--- src/rtl/core/ppcc_pkg.sv ---
`default_nettype none

package ppcc_pkg;

  // Request codes
  localparam logic [1:0] REQ_CONVERT = 2'd0;
  localparam logic [1:0] REQ_SRC_WR  = 2'd1;
  localparam logic [1:0] REQ_DST_WR  = 2'd2;

  // Status codes
  localparam logic [1:0] ST_OK      = 2'd0;
  localparam logic [1:0] ST_PALETTE = 2'd1;
  localparam logic [1:0] ST_TYPE    = 2'd2;

  // Colour types
  localparam logic [2:0] CT_GREY  = 3'd0;
  localparam logic [2:0] CT_RGB   = 3'd2;
  localparam logic [2:0] CT_PAL   = 3'd3;
  localparam logic [2:0] CT_GREYA = 3'd4;
  localparam logic [2:0] CT_RGBA  = 3'd6;

  // Register indexes
  localparam logic [2:0] REG_IN_TYPE   = 3'd0;
  localparam logic [2:0] REG_IN_DEPTH  = 3'd1;
  localparam logic [2:0] REG_IN_SIZE   = 3'd2;
  localparam logic [2:0] REG_OUT_TYPE  = 3'd3;
  localparam logic [2:0] REG_OUT_DEPTH = 3'd4;
  localparam logic [2:0] REG_OUT_SIZE  = 3'd5;

  typedef struct packed {
    logic [1:0]  req_type;
    logic [15:0] sample_first;
    logic [15:0] sample_second;
    logic [15:0] sample_third;
    logic [7:0]  entry_index;
    logic [7:0]  entry_red;
    logic [7:0]  entry_green;
    logic [7:0]  entry_blue;
  } ppcc_req_t;

  typedef struct packed {
    logic [15:0] result_first;
    logic [15:0] result_second;
    logic [15:0] result_third;
    logic [1:0]  status;
  } ppcc_rsp_t;

  typedef struct packed {
    logic [2:0] in_color_type;
    logic [4:0] in_bit_depth;
    logic [8:0] in_palette_size;
    logic [2:0] out_color_type;
    logic [4:0] out_bit_depth;
    logic [8:0] out_palette_size;
  } ppcc_cfg_t;

  // Controller to datapath
  typedef struct packed {
    logic       load_in;
    logic       clr_res;
    logic       set_st;
    logic [1:0] st;
    logic       mul_en;
    logic [1:0] ch;
    logic       plt_load;
    logic       enc_en;
    logic       srch_start;
    logic       srch_step;
    logic       out_load;
  } ppcc_cmd_t;

  // Datapath to controller
  typedef struct packed {
    logic req_conv;
    logic src_grey;
    logic src_rgb;
    logic src_pal;
    logic src_idx_bad;
    logic dst_grey;
    logic dst_rgb;
    logic dst_pal;
    logic dst_bytes_ok;
    logic dst_empty;
    logic srch_hit;
    logic srch_miss;
  } ppcc_sts_t;

  // Map depth 0 to 1 and anything above 16 to 16
  function automatic logic [4:0] clamp_depth(input logic [4:0] d);
    logic [4:0] r;
    r = d;
    if (d == 5'd0) r = 5'd1;
    else if (d > 5'd16) r = 5'd16;
    return r;
  endfunction

  // 65535 / (2^d - 1), integer quotient, for d in 1..16
  function automatic logic [15:0] scale_factor(input logic [4:0] d);
    logic [15:0] r;
    case (d)
      5'd1:    r = 16'd65535;
      5'd2:    r = 16'd21845;
      5'd3:    r = 16'd9362;
      5'd4:    r = 16'd4369;
      5'd5:    r = 16'd2114;
      5'd6:    r = 16'd1040;
      5'd7:    r = 16'd516;
      5'd8:    r = 16'd257;
      5'd9:    r = 16'd128;
      5'd10:   r = 16'd64;
      5'd11:   r = 16'd32;
      5'd12:   r = 16'd16;
      5'd13:   r = 16'd8;
      5'd14:   r = 16'd4;
      5'd15:   r = 16'd2;
      default: r = 16'd1;
    endcase
    return r;
  endfunction

endpackage

`default_nettype wire

--- src/rtl/core/ppcc_ctrl.sv ---
`default_nettype none

module ppcc_ctrl (
  input  logic                clk_i,
  input  logic                rst_ni,
  input  logic                in_valid_i,
  output logic                in_stall_o,
  output logic                out_valid_o,
  input  logic                out_stall_i,
  input  ppcc_pkg::ppcc_sts_t sts_i,
  output ppcc_pkg::ppcc_cmd_t cmd_o
);
  import ppcc_pkg::*;

  localparam logic [2:0] S_IDLE = 3'd0;
  localparam logic [2:0] S_DEC  = 3'd1;
  localparam logic [2:0] S_MUL  = 3'd2;
  localparam logic [2:0] S_PLT  = 3'd3;
  localparam logic [2:0] S_ENC  = 3'd4;
  localparam logic [2:0] S_SRCH = 3'd5;
  localparam logic [2:0] S_FIN  = 3'd6;

  logic [2:0] state_q, state_d;
  logic [1:0] ch_q, ch_d;
  logic       out_valid_q, out_valid_d;
  logic       accept;

  assign in_stall_o  = (state_q != S_IDLE);
  assign accept      = in_valid_i && !in_stall_o;
  assign out_valid_o = out_valid_q;

  // Sequence one item through decode, scale, encode and search
  always_comb begin
    state_d = state_q;
    ch_d    = ch_q;
    cmd_o   = '0;
    cmd_o.ch = ch_q;
    unique case (state_q)
      S_IDLE: begin
        cmd_o.load_in = accept;
        if (accept && sts_i.req_conv) begin
          cmd_o.clr_res = 1'b1;
          state_d       = S_DEC;
        end
      end
      S_DEC: begin
        ch_d = 2'd0;
        if (sts_i.src_grey || sts_i.src_rgb) begin
          state_d = S_MUL;
        end else if (sts_i.src_pal) begin
          if (sts_i.src_idx_bad) begin
            cmd_o.set_st = 1'b1;
            cmd_o.st     = ST_PALETTE;
            state_d      = S_FIN;
          end else begin
            state_d = S_PLT;
          end
        end else begin
          cmd_o.set_st = 1'b1;
          cmd_o.st     = ST_TYPE;
          state_d      = S_FIN;
        end
      end
      S_MUL: begin
        cmd_o.mul_en = 1'b1;
        ch_d         = ch_q + 2'd1;
        if (ch_q == 2'd2) state_d = S_ENC;
      end
      S_PLT: begin
        cmd_o.plt_load = 1'b1;
        state_d        = S_ENC;
      end
      S_ENC: begin
        if (sts_i.dst_pal) begin
          if (!sts_i.dst_bytes_ok || sts_i.dst_empty) begin
            cmd_o.set_st = 1'b1;
            cmd_o.st     = ST_PALETTE;
            state_d      = S_FIN;
          end else begin
            cmd_o.srch_start = 1'b1;
            state_d          = S_SRCH;
          end
        end else if (sts_i.dst_grey || sts_i.dst_rgb) begin
          cmd_o.enc_en = 1'b1;
          state_d      = S_FIN;
        end else begin
          cmd_o.set_st = 1'b1;
          cmd_o.st     = ST_TYPE;
          state_d      = S_FIN;
        end
      end
      S_SRCH: begin
        cmd_o.srch_step = 1'b1;
        if (sts_i.srch_hit) begin
          state_d = S_FIN;
        end else if (sts_i.srch_miss) begin
          cmd_o.set_st = 1'b1;
          cmd_o.st     = ST_PALETTE;
          state_d      = S_FIN;
        end
      end
      S_FIN: begin
        if (!out_valid_q || !out_stall_i) begin
          cmd_o.out_load = 1'b1;
          state_d        = S_IDLE;
        end
      end
      default: state_d = S_IDLE;
    endcase
  end

  // Hold the output word until the receiver takes it
  always_comb begin
    out_valid_d = out_valid_q;
    if (cmd_o.out_load) out_valid_d = 1'b1;
    else if (out_valid_q && !out_stall_i) out_valid_d = 1'b0;
  end

  always_ff @(posedge clk_i or negedge rst_ni) begin
    if (!rst_ni) begin
      state_q     <= S_IDLE;
      ch_q        <= 2'd0;
      out_valid_q <= 1'b0;
    end else begin
      state_q     <= state_d;
      ch_q        <= ch_d;
      out_valid_q <= out_valid_d;
    end
  end

endmodule

`default_nettype wire

--- config.mk ---
export PLATFORM = sky130hd
export DESIGN_NAME = ppcc_ctrl
export DESIGN_NICKNAME = d
export VERILOG_FILES = /design/src/rtl/core/ppcc_pkg.sv /design/src/rtl/core/ppcc_ctrl.sv
export SDC_FILE = /design/constraint.sdc
export NUM_CORES = 1
export LEC_CHECK = 0
export BUFFER_PORTS_ARGS = -buffer_cell sky130_fd_sc_hd__buf_4
export CAP_MARGIN = 20
export CORE_AREA = 2 2 39 41
export DETAILED_ROUTE_END_ITERATION = 7
export DIE_AREA = 0 0 41 43
export PLACE_DENSITY = 0.75
export RECOVER_POWER = 100
export REMOVE_ABC_BUFFERS = 1
export SLEW_MARGIN = 10
export SYNTH_ARGS = -nofsm -noshare
export SYNTH_HDL_FRONTEND = slang
export SYNTH_SLANG_ARGS = --single-unit
--- constraint.sdc ---
create_clock -name clk_i -period 2.9 [get_ports clk_i]
set_input_delay 0.58 -clock clk_i [delete_from_list [all_inputs] [get_ports clk_i]]
set_output_delay 0.58 -clock clk_i [all_outputs]
set_load 0.02 [all_outputs]
==> results.yml <==
min_path:
  min_path_type: "input port to async pin"
grt:
  use_met1_pct: 16.5
  grt_pass1_vias: 523
  gr-usage-met2_pct: 29.7
  grt-ovfl-total: 0
  grt_start_max_net_pins: 15
  antenna_found_initial: 0
  gr-max-usage-layer: "met2"
  grt_util_all_layers_pct: 16.5
  grt_util_met3_pct: 3.14
  grt_pass1_wl_um: 1990
synth:
  synth_ff_type: "dfrtp_1"
  synth_commonest_cells: "nand2_1, nor2_1, dfrtp_1"
  synth_top_area_share_pct: 26.8
  syn-cell-area_um2: 561
  synth_cells: 69
  yosysUniqueCellTypes: 32
  avgSynthCellArea_um2: 8.12
  yosysMostFrequentCell: "nand2_1"
  synth.area.top_cells: "dfrtp_1, nand2_1, nor2_1"
  synth_edf_count: 0
  synth_seq_area_share_pct: 26.8
  yosysTopAreaCell: "dfrtp_1"
  synthArstFlopShare_pct: 100
  ys_seq_elements: 6
  yosysWarnings: 0
pwr:
  switchingPower_uw: 356
  p_sw_share_pct: 51.1
  p_comb_share_pct: 59.3
  p_per_area_mw_per_mm2: 959
  leakagePower_nw: 0.367
  power.internal_uw: 342
  vdd_drop_max_mv: 0.493
  p_clk_share_pct: 10.9
  pwr-share-seq_pct: 29.8
clocking:
  htree_levels: 1
  cts.sinks: 6
  clk_pin_slew_worst_paths_ps: 50
  tritoncts: "built"
  root_buffer: "clkbuf_4"
  cts.repair.resized: 0
  cts_buffer_depth: 2
  cts-buffers-inserted: 3
  post-cts-setup-buffer-count: 0
  cts_hold_buf: 0
  clk_latency_ps: 240
detailed_routing:
  wl_per_cell_um: 11.5
  routed_via_density: 5.12
  vias: 584
  wl_um: 1310
  dr.first_iter.drc_count: 7
  firstDrtPassIters: 4
  drc: 0
  drtAntennaViolNets: 0
placed_design:
  place_ws_ps: 857
  dp_cells: 111
  dp_hpwl_um: 1070
  gp_congestion: 0.706
  io_buffers: 30
worst_setup_path:
  cp.required_ps: 2320
  crit_path_end_kind: "output port"
  worstPathMaxFanout: 14
  crit_type: "register to output port"
  critPathArrivalTime_ps: 1880
  worstSetupStartpointType: "register"
final_layout:
  fin_cells: 114
  drive_above_1_share_pct: 25.5
  nNetsFinal: 117
  area_growth_pct: 29.9
  diodes: 0
timing:
  post-route-period-util_pct: 84.9
  worst_slack_ps: 437
  finalSetupViolCount: 0
  skew_ps: 3.55
  worst_pin_slew_ps: 432
  maxSlewHeadroom_pct: 70.9
  slew_violations: 0
  rsz0062_at_grt: "false"
  setup_tns_ps: 0
  hold_viol: 0
  min_period_ps: 2460
  fmax_mhz: 406
  hold_ws_ps: 207
floorplan:
  dieArea_mm2: 0.00176
  row_count: 14
  io_pins: 31
  die_h_um: 43
  coreArea_mm2: 0.00138
  start_util_pct: 40.5
  die_x_um: 41
status:
  status: "complete, no violations"
run:
  max_cap_violations: 0
-- state kept, by name (all words and copies together) (netlist names) --
| register | cells |
|---|---|
| state_q | 3 |
| out_valid_o | 1 |
| ch_q | 2 |
-- cell usage in the layout (no fill, tap or decap) --
cell / netlist / final
and2_1: 2 / 1
ha_1: 1 / 1
nor4_1: 0 / 1
o211ai_1: 1 / 1
mux2i_1: 2 / 2
or4_4: 1 / 1
o21ai_2: 1 / 1
clkbuf_4: 0 / 3
nand2_1: 10 / 10
buf_4: 3 / 16
o2bb2ai_1: 1 / 1
nand2b_1: 2 / 2
a21oi_1: 2 / 2
nor3_1: 4 / 4
nand3b_1: 1 / 1
o21ai_0: 5 / 5
a22oi_1: 1 / 1
inv_1: 3 / 4
nand3_2: 1 / 1
o211a_1: 1 / 1
dfrtp_1: 6 / 6
a311o_1: 1 / 1
and2_0: 0 / 1
nand2b_4: 1 / 1
nand2_2: 1 / 1
o2bb2a_1: 1 / 1
clkbuf_1: 0 / 14
nor2_1: 8 / 9
nor2b_1: 1 / 1
nand3b_4: 1 / 1
nand3_1: 1 / 1
a21o_1: 2 / 2
-- area by class of cell --
type                    instances  area [um2]
multi-input cells              55         348
inverters                       4        15.0
well taps                      16        20.0
clock buffers                   3        22.5
flip-flops and latches          6         150
fillers                       161         656
repair buffers                 30         173
-- kinds of logic after synthesis --
family / Yosys count / share of synthesized area [%]
muxes: 2 / 3.57
buffers and inverters: 8 / 8.70
and+or+nand+nor: 36 / 38.6
DFF: 6 / 26.8
AOI/OAI and AO/OA: 16 / 20.1
adders and majority gates: 1 / 2.23
-- stage by stage --
step           cell area [um2]  power [mW]  util, %
3_5_place_dp               772       0.692     55.8
5_1_grt                    728       0.772     52.6
6_report                   728       0.698     52.6
4_1_cts                    795       0.774     57.4
3_3_place_gp               772       0.685     55.8
2_1_floorplan              527       0.519        -
-- critical path, stage by stage, from the launching register on --
cell and delay [ps]:
dfrtp_1 590, inv_1 230, nor3_1 210, o2bb2a_1 270
o21ai_0 80, clkbuf_1 260
-- final timing paths --
check / startpoint / end / slack, ps / cells after the start
min reg2reg: ch_q[1]$_DFFE_PN0P_ / ch_q[1]$_DFFE_PN0P_ / 540 / 2
max: state_q[2]$_DFFE_PN0P_ / cmd_o[8] / 440 / 5
min in group clk_i: ch_q[1]$_DFFE_PN0P_ / ch_q[1]$_DFFE_PN0P_ / 540 / 2
max in group asynchronous: rst_ni / state_q[1]$_DFFE_PN0P_ / 2440 / 1
min: rst_ni / out_valid_o$_DFFE_PN0P_ / 210 / 1
max reg2reg: state_q[2]$_DFFE_PN0P_ / state_q[1]$_DFFE_PN0P_ / 1220 / 4
-- power by group through the flow --
stage | clock, mW | combinational (mW) | sequential (mW)
finish | 0.0763 | 0.414 | 0.208
global placement | 0 | 0.469 | 0.216
detailed placement | 0 | 0.476 | 0.216
floorplan | 0 | 0.295 | 0.224
CTS | 0.0812 | 0.477 | 0.216
global route | 0.0870 | 0.465 | 0.220
-- per-layer routing --
metal	wire [um]	share of wire, %
met2	667	51
met3	78	6.0
met1	560	43
met5	0	0
met4	0	0
Note: power is estimated with default switching activity, not from simulation.
